**src/hw/rtl/pmpta_pkg.sv**
```systemverilog
// Package for the polynomial term accumulator: widths, command and status codes.
// No dependencies; used by the interfaces and by every module of the block but the coefficient RAM.
`timescale 1ns / 1ps

package pmpta_pkg;

    localparam int MAX_TERMS = 256;
    localparam int DEG_W     = $clog2(MAX_TERMS);
    localparam int LEN_W     = DEG_W + 1;
    localparam int COEF_W    = 8;
    localparam int CMD_W     = 2;
    localparam int STAT_W    = 2;

    // length tree: groups of 16 mask bits
    localparam int GRP_W     = 4;
    localparam int GRP_SIZE  = 1 << GRP_W;
    localparam int NGRP      = MAX_TERMS / GRP_SIZE;
    localparam int NGRP_W    = DEG_W - GRP_W;

    // modulo unit: two quotient bits per cycle
    localparam int MOD_CYC   = COEF_W / 2;
    localparam int MOD_CNT_W = $clog2(MOD_CYC);

    localparam logic [CMD_W-1:0] CMD_ADD   = 2'd0;
    localparam logic [CMD_W-1:0] CMD_SUB   = 2'd1;
    localparam logic [CMD_W-1:0] CMD_CLEAR = 2'd2;

    localparam logic [STAT_W-1:0] ST_OK       = 2'd0;
    localparam logic [STAT_W-1:0] ST_OVERFLOW = 2'd1;
    localparam logic [STAT_W-1:0] ST_NEGATIVE = 2'd2;

endpackage

```
**src/hw/rtl/pmpta_if.sv**
```systemverilog
// Channel interfaces of the polynomial term accumulator: term, result, config.
// Depends on pmpta_pkg.
`timescale 1ns / 1ps

interface pmpta_term_if import pmpta_pkg::*; ();
    logic              valid;
    logic              ready;
    logic [CMD_W-1:0]  command;
    logic [DEG_W-1:0]  term_degree;
    logic [COEF_W-1:0] term_value;

    modport source(output valid, output command, output term_degree, output term_value,
                   input ready);
    modport sink(input valid, input command, input term_degree, input term_value,
                 output ready);
endinterface

interface pmpta_res_if import pmpta_pkg::*; ();
    logic              valid;
    logic              ready;
    logic [STAT_W-1:0] status;
    logic [COEF_W-1:0] coefficient;
    logic [LEN_W-1:0]  length;

    modport source(output valid, output status, output coefficient, output length,
                   input ready);
    modport sink(input valid, input status, input coefficient, input length,
                 output ready);
endinterface

interface pmpta_cfg_if import pmpta_pkg::*; ();
    logic              valid;
    logic              ready;
    logic [COEF_W-1:0] field_order;

    modport source(output valid, output field_order, input ready);
    modport sink(input valid, input field_order, output ready);
endinterface

```
**src/hw/rtl/pmpta_coef_ram.sv**
```systemverilog
// Generic single-write, single-read synchronous RAM with a registered read port.
// Holds the coefficient store; no dependencies.
`timescale 1ns / 1ps

module pmpta_coef_ram #(
    parameter int DATA_W = 8,
    parameter int ADDR_W = 8
) (
    input  logic              i_clk,
    input  logic              i_we,
    input  logic [ADDR_W-1:0] i_waddr,
    input  logic [DATA_W-1:0] i_wdata,
    input  logic              i_re,
    input  logic [ADDR_W-1:0] i_raddr,
    output logic [DATA_W-1:0] o_rdata
);

    localparam int DEPTH = 1 << ADDR_W;

    logic [DATA_W-1:0] r_mem [DEPTH];
    logic [DATA_W-1:0] r_rdata;

    always_ff @(posedge i_clk) begin
        if (i_we) begin
            r_mem[i_waddr] <= i_wdata;
        end
    end

    always_ff @(posedge i_clk) begin
        if (i_re) begin
            r_rdata <= r_mem[i_raddr];
        end
    end

    assign o_rdata = r_rdata;

endmodule

```
**src/hw/rtl/pmpta_mod_unit.sv**
```systemverilog
// Iterative 8-bit remainder unit, restoring division, two bits per cycle.
// Depends on pmpta_pkg.
`timescale 1ns / 1ps

module pmpta_mod_unit import pmpta_pkg::*; (
    input  logic              i_clk,
    input  logic              i_rst_n,
    input  logic              i_start,
    input  logic [COEF_W-1:0] i_dividend,
    input  logic [COEF_W-1:0] i_divisor,
    output logic [COEF_W-1:0] o_remainder,
    output logic              o_done
);

    logic                 r_busy;
    logic                 r_done;
    logic [MOD_CNT_W-1:0] r_cnt;
    logic [COEF_W-1:0]    r_rem;
    logic [COEF_W-1:0]    r_shift;
    logic [COEF_W-1:0]    r_div;
    logic [COEF_W-1:0]    w_mid;
    logic [COEF_W-1:0]    w_next;

    function automatic logic [COEF_W-1:0] rem_step(input logic [COEF_W-1:0] rem,
                                                   input logic bitin,
                                                   input logic [COEF_W-1:0] d);
        logic [COEF_W:0] t;
        t = {rem, bitin};
        if (t >= {1'b0, d}) begin
            t = t - {1'b0, d};
        end
        return t[COEF_W-1:0];
    endfunction

    assign w_mid  = rem_step(r_rem, r_shift[COEF_W-1], r_div);
    assign w_next = rem_step(w_mid, r_shift[COEF_W-2], r_div);

    always_ff @(posedge i_clk) begin
        if (!i_rst_n) begin
            r_busy <= 1'b0;
            r_done <= 1'b0;
            r_cnt  <= '0;
        end else begin
            r_done <= 1'b0;
            if (i_start) begin
                r_busy  <= 1'b1;
                r_cnt   <= '0;
                r_rem   <= '0;
                r_shift <= i_dividend;
                r_div   <= i_divisor;
            end else if (r_busy) begin
                r_rem   <= w_next;
                r_shift <= {r_shift[COEF_W-3:0], 2'b00};
                r_cnt   <= r_cnt + 1'b1;
                if (r_cnt == MOD_CNT_W'(MOD_CYC - 1)) begin
                    r_busy <= 1'b0;
                    r_done <= 1'b1;
                end
            end
        end
    end

    assign o_remainder = r_rem;
    assign o_done      = r_done;

endmodule

```
**src/hw/rtl/pmpta_len_tree.sv**
```systemverilog
// Two-stage registered search for the highest set bit of the nonzero mask.
// Output is that degree plus one, or zero; depends on pmpta_pkg.
`timescale 1ns / 1ps

module pmpta_len_tree import pmpta_pkg::*; (
    input  logic                 i_clk,
    input  logic [MAX_TERMS-1:0] i_nz,
    output logic [LEN_W-1:0]     o_length
);

    logic [NGRP-1:0]  n_any;
    logic [GRP_W-1:0] n_hi [NGRP];
    logic [NGRP-1:0]  r_any;
    logic [GRP_W-1:0] r_hi [NGRP];
    logic             w_found;
    logic [DEG_W-1:0] w_sel;
    logic [LEN_W-1:0] n_len;
    logic [LEN_W-1:0] r_len;

    // stage 1: per-group any bit and highest index
    always_comb begin
        for (int g = 0; g < NGRP; g++) begin
            n_any[g] = |i_nz[g*GRP_SIZE +: GRP_SIZE];
            n_hi[g]  = '0;
            for (int b = 0; b < GRP_SIZE; b++) begin
                if (i_nz[g*GRP_SIZE + b]) begin
                    n_hi[g] = GRP_W'(b);
                end
            end
        end
    end

    always_ff @(posedge i_clk) begin
        r_any <= n_any;
        for (int g = 0; g < NGRP; g++) begin
            r_hi[g] <= n_hi[g];
        end
    end

    // stage 2: highest nonempty group
    always_comb begin
        w_found = 1'b0;
        w_sel   = '0;
        for (int g = 0; g < NGRP; g++) begin
            if (r_any[g]) begin
                w_found = 1'b1;
                w_sel   = {NGRP_W'(g), r_hi[g]};
            end
        end
        n_len = w_found ? ({1'b0, w_sel} + 1'b1) : '0;
    end

    always_ff @(posedge i_clk) begin
        r_len <= n_len;
    end

    assign o_length = r_len;

endmodule

```
**src/hw/rtl/poly_mod_p_term_accumulator.sv**
```systemverilog
// Polynomial term accumulator over GF(p) or plain unsigned 8-bit coefficients.
// A term is taken only in the idle state, after the result of the last term has been registered.
// Each term passes through the 4-step remainder units and the 2-stage length tree.
// Reset (sync, active low) clears the nonzero mask, so all coefficients read as zero,
// and sets field_order to 0. Depends on pmpta_pkg, pmpta_if and the submodules.
`timescale 1ns / 1ps

module poly_mod_p_term_accumulator import pmpta_pkg::*; (
    input  logic       i_clk,
    input  logic       i_rst_n,
    pmpta_term_if.sink i_term,
    pmpta_res_if.source o_res,
    pmpta_cfg_if.sink  i_cfg
);

    localparam logic [2:0] S_IDLE  = 3'd0;
    localparam logic [2:0] S_READ  = 3'd1;
    localparam logic [2:0] S_MOD   = 3'd2;
    localparam logic [2:0] S_WRITE = 3'd3;
    localparam logic [2:0] S_LEN1  = 3'd4;
    localparam logic [2:0] S_LEN2  = 3'd5;
    localparam logic [2:0] S_DONE  = 3'd6;

    logic [2:0]           r_state;
    logic [2:0]           n_state;
    logic [COEF_W-1:0]    r_field_order;
    logic [CMD_W-1:0]     r_cmd;
    logic [DEG_W-1:0]     r_deg;
    logic [COEF_W-1:0]    r_val;
    logic [COEF_W-1:0]    r_cur;
    logic [MAX_TERMS-1:0] r_nz;
    logic [STAT_W-1:0]    r_stat;
    logic [COEF_W-1:0]    r_coef;
    logic                 r_out_valid;
    logic [STAT_W-1:0]    r_out_stat;
    logic [COEF_W-1:0]    r_out_coef;
    logic [LEN_W-1:0]     r_out_len;

    logic                 w_accept;
    logic                 w_out_free;
    logic [COEF_W-1:0]    w_rdata;
    logic [COEF_W-1:0]    w_cur;
    logic [COEF_W-1:0]    w_v;
    logic [COEF_W-1:0]    w_c;
    logic                 w_mod_done;
    logic                 w_cur_done;
    logic [LEN_W-1:0]     w_length;
    logic                 w_present;
    logic                 w_add;
    logic [COEF_W:0]      w_msum;
    logic [COEF_W:0]      w_psum;
    logic                 w_we;
    logic [COEF_W-1:0]    w_wdata;
    logic [STAT_W-1:0]    n_stat;
    logic [COEF_W-1:0]    n_coef;

    assign w_accept    = i_term.valid && i_term.ready;
    assign i_term.ready = (r_state == S_IDLE);
    assign i_cfg.ready  = 1'b1;
    assign w_out_free   = !r_out_valid || o_res.ready;

    pmpta_coef_ram #(
        .DATA_W(COEF_W),
        .ADDR_W(DEG_W)
    ) u_ram (
        .i_clk  (i_clk),
        .i_we   (w_we && (r_state == S_WRITE)),
        .i_waddr(r_deg),
        .i_wdata(w_wdata),
        .i_re   (w_accept),
        .i_raddr(i_term.term_degree),
        .o_rdata(w_rdata)
    );

    // a clear mask bit means the entry holds zero
    assign w_cur = r_nz[r_deg] ? w_rdata : '0;

    pmpta_mod_unit u_mod_val (
        .i_clk      (i_clk),
        .i_rst_n    (i_rst_n),
        .i_start    (r_state == S_READ),
        .i_dividend (r_val),
        .i_divisor  (r_field_order),
        .o_remainder(w_v),
        .o_done     (w_mod_done)
    );

    pmpta_mod_unit u_mod_cur (
        .i_clk      (i_clk),
        .i_rst_n    (i_rst_n),
        .i_start    (r_state == S_READ),
        .i_dividend (w_cur),
        .i_divisor  (r_field_order),
        .o_remainder(w_c),
        .o_done     (w_cur_done)
    );

    pmpta_len_tree u_len (
        .i_clk   (i_clk),
        .i_nz    (r_nz),
        .o_length(w_length)
    );

    // update of the selected coefficient
    always_comb begin
        w_present = (r_cur != '0);
        w_add     = (r_cmd == CMD_ADD);
        w_msum    = {1'b0, w_c} + {1'b0, w_v};
        if (w_msum >= {1'b0, r_field_order}) begin
            w_msum = w_msum - {1'b0, r_field_order};
        end
        w_psum  = {1'b0, r_cur} + {1'b0, r_val};
        n_stat  = ST_OK;
        w_we    = 1'b0;
        w_wdata = r_cur;
        case (r_cmd)
            CMD_ADD, CMD_SUB: begin
                if (r_field_order != '0) begin
                    if (w_v != '0) begin
                        w_we = 1'b1;
                        if (w_present) begin
                            if (w_add) begin
                                w_wdata = w_msum[COEF_W-1:0];
                            end else if (w_c >= w_v) begin
                                w_wdata = w_c - w_v;
                            end else begin
                                w_wdata = r_field_order + w_c - w_v;
                            end
                        end else begin
                            w_wdata = w_add ? w_v : (r_field_order - w_v);
                        end
                    end
                end else if (r_val != '0) begin
                    if (w_add) begin
                        if (w_psum[COEF_W]) begin
                            n_stat = ST_OVERFLOW;
                        end else begin
                            w_we    = 1'b1;
                            w_wdata = w_psum[COEF_W-1:0];
                        end
                    end else if (!w_present || (r_cur < r_val)) begin
                        n_stat = ST_NEGATIVE;
                    end else begin
                        w_we    = 1'b1;
                        w_wdata = r_cur - r_val;
                    end
                end
            end
            default: ;
        endcase
        if (r_cmd == CMD_CLEAR) begin
            n_coef = '0;
        end else begin
            n_coef = w_we ? w_wdata : r_cur;
        end
    end

    always_comb begin
        n_state = r_state;
        case (r_state)
            S_IDLE:  if (w_accept) n_state = S_READ;
            S_READ:  n_state = S_MOD;
            S_MOD:   if (w_mod_done) n_state = S_WRITE;
            S_WRITE: n_state = S_LEN1;
            S_LEN1:  n_state = S_LEN2;
            S_LEN2:  n_state = S_DONE;
            S_DONE:  if (w_out_free) n_state = S_IDLE;
            default: n_state = S_IDLE;
        endcase
    end

    always_ff @(posedge i_clk) begin
        if (!i_rst_n) begin
            r_state       <= S_IDLE;
            r_field_order <= '0;
            r_nz          <= '0;
            r_out_valid   <= 1'b0;
        end else begin
            r_state <= n_state;
            if (i_cfg.valid && i_cfg.ready) begin
                r_field_order <= i_cfg.field_order;
            end
            if (r_state == S_WRITE) begin
                if (r_cmd == CMD_CLEAR) begin
                    r_nz <= '0;
                end else if (w_we) begin
                    r_nz[r_deg] <= (w_wdata != '0);
                end
            end
            if ((r_state == S_DONE) && w_out_free) begin
                r_out_valid <= 1'b1;
            end else if (o_res.ready) begin
                r_out_valid <= 1'b0;
            end
        end
    end

    always_ff @(posedge i_clk) begin
        if (w_accept) begin
            r_cmd <= i_term.command;
            r_deg <= i_term.term_degree;
            r_val <= i_term.term_value;
        end
        if (r_state == S_READ) begin
            r_cur <= w_cur;
        end
        if (r_state == S_WRITE) begin
            r_stat <= n_stat;
            r_coef <= n_coef;
        end
        if ((r_state == S_DONE) && w_out_free) begin
            r_out_stat <= r_stat;
            r_out_coef <= r_coef;
            r_out_len  <= w_length;
        end
    end

    assign o_res.valid       = r_out_valid;
    assign o_res.status      = r_out_stat;
    assign o_res.coefficient = r_out_coef;
    assign o_res.length      = r_out_len;

    // both remainder units run in lockstep
    a_mod_lockstep: assert property (@(posedge i_clk) disable iff (!i_rst_n)
        w_mod_done == w_cur_done)
        else $error("remainder units out of step");

    a_mod_done_in_mod: assert property (@(posedge i_clk) disable iff (!i_rst_n)
        w_mod_done |-> (r_state == S_MOD))
        else $error("remainder done outside of modulo wait");

    a_modular_no_flag: assert property (@(posedge i_clk) disable iff (!i_rst_n)
        ((r_state == S_WRITE) && (r_field_order != '0)) |-> (n_stat == ST_OK))
        else $error("status flagged in modular mode");

    a_clear_mask: assert property (@(posedge i_clk) disable iff (!i_rst_n)
        ((r_state == S_WRITE) && (r_cmd == CMD_CLEAR)) |=> (r_nz == '0))
        else $error("clear left mask bits set");

    a_mask_tracks_write: assert property (@(posedge i_clk) disable iff (!i_rst_n)
        ((r_state == S_WRITE) && w_we && (r_cmd != CMD_CLEAR))
        |=> (r_nz[$past(r_deg)] == ($past(w_wdata) != '0)))
        else $error("mask bit does not match written coefficient");

endmodule
```
**src/flat_wrapper.sv**
```systemverilog
// flat-port wrapper written by rule: the top's interface ports become plain ports
module poly_mod_p_term_accumulator_flat import pmpta_pkg::*;
  (i_clk, i_rst_n, i_term_valid, i_term_command, i_term_term_degree, i_term_term_value, i_term_ready, o_res_valid, o_res_status, o_res_coefficient, o_res_length, o_res_ready, i_cfg_valid, i_cfg_field_order, i_cfg_ready);
  pmpta_term_if i_term_i ();
  pmpta_res_if o_res_i ();
  pmpta_cfg_if i_cfg_i ();
  input  logic i_clk;
  input  logic i_rst_n;
  input wire logic [$bits(i_term_i.valid)-1:0] i_term_valid;
  input wire logic [$bits(i_term_i.command)-1:0] i_term_command;
  input wire logic [$bits(i_term_i.term_degree)-1:0] i_term_term_degree;
  input wire logic [$bits(i_term_i.term_value)-1:0] i_term_term_value;
  output wire logic [$bits(i_term_i.ready)-1:0] i_term_ready;
  output wire logic [$bits(o_res_i.valid)-1:0] o_res_valid;
  output wire logic [$bits(o_res_i.status)-1:0] o_res_status;
  output wire logic [$bits(o_res_i.coefficient)-1:0] o_res_coefficient;
  output wire logic [$bits(o_res_i.length)-1:0] o_res_length;
  input wire logic [$bits(o_res_i.ready)-1:0] o_res_ready;
  input wire logic [$bits(i_cfg_i.valid)-1:0] i_cfg_valid;
  input wire logic [$bits(i_cfg_i.field_order)-1:0] i_cfg_field_order;
  output wire logic [$bits(i_cfg_i.ready)-1:0] i_cfg_ready;
  assign i_term_i.valid = i_term_valid;
  assign i_term_i.command = i_term_command;
  assign i_term_i.term_degree = i_term_term_degree;
  assign i_term_i.term_value = i_term_term_value;
  assign i_term_ready = i_term_i.ready;
  assign o_res_valid = o_res_i.valid;
  assign o_res_status = o_res_i.status;
  assign o_res_coefficient = o_res_i.coefficient;
  assign o_res_length = o_res_i.length;
  assign o_res_i.ready = o_res_ready;
  assign i_cfg_i.valid = i_cfg_valid;
  assign i_cfg_i.field_order = i_cfg_field_order;
  assign i_cfg_ready = i_cfg_i.ready;
  poly_mod_p_term_accumulator u_core (.i_clk(i_clk), .i_rst_n(i_rst_n), .i_term(i_term_i), .o_res(o_res_i), .i_cfg(i_cfg_i));
endmodule
```
**config.mk**
```make
export PLATFORM = sky130hd
export DESIGN_NAME = poly_mod_p_term_accumulator_flat
export DESIGN_NICKNAME = d
export VERILOG_FILES = /design/src/hw/rtl/pmpta_pkg.sv /design/src/hw/rtl/pmpta_if.sv /design/src/hw/rtl/pmpta_coef_ram.sv /design/src/hw/rtl/pmpta_mod_unit.sv /design/src/hw/rtl/pmpta_len_tree.sv /design/src/hw/rtl/poly_mod_p_term_accumulator.sv /design/src/flat_wrapper.sv
export SDC_FILE = /design/constraint.sdc
export NUM_CORES = 2
export LEC_CHECK = 0
export BUFFER_PORTS_ARGS = -buffer_cell sky130_fd_sc_hd__clkbuf_2
export CAP_MARGIN = 10
export CORE_ASPECT_RATIO = 0.7
export CORE_MARGIN = 10
export CORE_UTILIZATION = 63
export DETAILED_ROUTE_END_ITERATION = 10
export PLACE_DENSITY = 0.79
export SETUP_SLACK_MARGIN = 0.1
export SYNTH_ARGS = -nofsm -noshare
export SYNTH_HDL_FRONTEND = slang
export SYNTH_HIERARCHICAL = 1
export SYNTH_SLANG_ARGS = --single-unit
export TNS_END_PERCENT = 100
```
**constraint.sdc**
```tcl
create_clock -name i_clk -period 12.2 [get_ports i_clk]
set_input_delay 3.66 -clock i_clk [delete_from_list [all_inputs] [get_ports i_clk]]
set_output_delay 3.66 -clock i_clk [all_outputs]
set_load 0.1 [all_outputs]
```
==> metrics.yaml <==
cts:
  cts_root_buf: "clkbuf_16"
  clkLatencyLatePin_ns: 0.88
  clkSinkCount: 2523
  htreeDepth: 4
  cts_buffer_depth: 3
  cts_resized: 0
  cts_tree: "done"
  post-cts-setup-buffers: 0
  cts_buffers: 218
  path_clk_slew_ns: 0.07
  cts-hold-fix-buffers: 0
final_layout:
  drive_above_1_share_pct: 16.7
  final_nets: 6851
  num-fill-cells: 10474
  final_common_cell: "edfxtp_1"
  stdcell_count: 9145
  areaGrowthSynthToFinish_pct: 8.36
  layout_common_cells: "2159 x edfxtp_1, 539 x mux4_2, 440 x nor2_1"
  seq_area_um2: 72100
  multiInputGateArea_um2: 32000
critical_path:
  critPathArrivalTime_ns: 8.03
  critPathMaxFanout: 95
  crit_top_cell: "buf_4"
  path_cells: "inv_1 > ha_1 > nand2b_1 > a221o_1 > mux2_2 > a2111oi_2 > ha_1 > nand4_1 > a21oi_1 > o31a_1 > nor3_4 > mux2i_1 > a2111o_1 > o211ai_1 > buf_4 > buf_4 > buf_4"
  setup.worst_path.end_class: "register"
  worst-r2r-cell-count: 17
  slowest_stage: "buf_4"
  worstPathRequired_ns: 12.73
  slowest_delay_ns: 0.96
  criticalPathCategory: "reg2reg"
  startpoint_type: "register"
placement:
  pre_cts_slack_ns: 4.26
  globalplace.congestion: 0.944
  placed_cells: 8731
  dp_hpwl_um: 171000
  io_buffers: 51
pwr:
  switching_share_pct: 25.6
  pwr-share-seq_pct: 52.2
  intPower_w: 0.0146
  p_leak_nw: 36.8
  power_w: 0.0197
  clockPowerShare_pct: 35.1
  peakVddDrop_uv: 164
  p_comb_share_pct: 12.6
  p_per_area_nw_per_um2: 170
  p_sw_w: 0.00505
floorplanning:
  start_util_pct: 63.4
  rows: 126
  io_pins: 53
  fp.dieH_um: 365
  dieArea_um2: 187000
  coreArea_um2: 169000
  die_w_um: 512
job:
  drv_cap: 0
sta:
  fin_setup_tns_ns: 0
  relSlewSlack_pct: 9.66
  fmax_mhz: 133
  setup_slack_ns: 4.69
  period_share_pct: 61.6
  slew_violations: 0
  whs_ns: 0.405
  rsz0062_at_grt: "false"
  final_hold_viol_count: 0
  finClkSkew_ns: 0.0557
  worstMarginPinSlew_ns: 1.36
  finalSetupViolations: 0
  fin_crit_ns: 7.51
global_routing:
  grt_pass1_vias: 63142
  grt_first_pass_wirelength_um: 421000
  antenna_found_initial: 6
  grt_usage_pct: 30.0
  grt_start_max_net_pins: 257
  grt_overflow: 0
synth:
  syn-instance-count: 6759
  yosys_warnings: 6
  synth_area_per_cell_um2: 15.8
  netlist_area_um2: 107000
  syn_nets: 6896
routing:
  ant_nets: 0
  dr_total_vias: 66228
  drtIter0Drc: 10609
  wirelength_um: 285000
  wire_per_inst_um: 31.2
  routed_via_density: 7.24
  first_pass_iters: 6
  drc: 0
worst_hold_path:
  hold_path_depth: 0
  hold_path.class: "reg2reg"
status:
  status: "finished, final reports clean"
## power groups by stage
stage / Clock (W) / Combinational (W) / Sequential (W)
5_1_grt: 0.00729 / 0.00264 / 0.0103
3_3_place_gp: 0 / 0.00232 / 0.0105
6_report: 0.00692 / 0.00249 / 0.0103
4_1_cts: 0.00696 / 0.00243 / 0.0103
2_1_floorplan: 0 / 0.00152 / 0.0107
3_5_place_dp: 0 / 0.00242 / 0.0105
## sequential cells by signal (all words and copies together) (netlist names), 9 cells and up
| signal | cells |
|---|---|
| u_core/o_res.length | 9 |
| u_core/r_nz | 256 |
| u_core/u_ram/r_mem | 2048 |
| u_core/u_len/r_any | 16 |
| u_core/u_len/o_length | 9 |
| u_core/u_len/r_hi | 64 |
## path summary, 6_finish.rpt
kind                                                 startpoint                         end  slack (ns)
worst max register to register  u_core/u_mod_val/o_remainder[2]  u_core/u_ram/r_mem[140][4]        4.69
worst min register to register         u_core/u_len/o_length[7]      u_core/o_res.length[7]        0.41
worst min-delay path                   u_core/u_len/o_length[7]      u_core/o_res.length[7]        0.41
worst max-delay path            u_core/u_mod_val/o_remainder[2]  u_core/u_ram/r_mem[140][4]        4.69
## metrics by stage
step           area [um^2]  util, %
6_report            116000     68.7
5_1_grt             116000     68.7
4_1_cts             116000     68.7
3_5_place_dp        109000     64.5
3_3_place_gp        109000     64.5
2_1_floorplan       107000        -
## critical path, delay by kind of cell, from the launching register on
kind / cells / cell delay (ns)
compound gates: 6 / 1.91
fa+ha+maj: 2 / 0.81
buf+inv: 4 / 2.58
flops: 1 / 0.59
mux: 2 / 0.45
simple gates: 3 / 0.66
## layer usage
| metal | track usage [%] | part of all wire, % | vias to the layer above |
|---|---|---|---|
| met2 | 43.8 | 45 | 5318 |
| met3 | 9.03 | 14 | 724 |
| met5 | 0 | 0.015 | - |
| met1 | 43.2 | 37 | 33252 |
| li1 | - | - | 26928 |
| met4 | 10.7 | 3.6 | 6 |
## cell type report
| class | count | share of cell area (%) |
|---|---|---|
| Clock inverter | 120 | 1.07 |
| Multi-Input combinational cell | 3621 | 27.6 |
| Antenna cell | 9 | 0.0194 |
| Timing Repair Buffer | 161 | 1.05 |
| Sequential cell | 2523 | 62.2 |
| Tap cell | 2240 | 2.42 |
| Clock buffer | 282 | 4.97 |
| Inverter | 189 | 0.647 |
(Power assumes the default switching activity.)
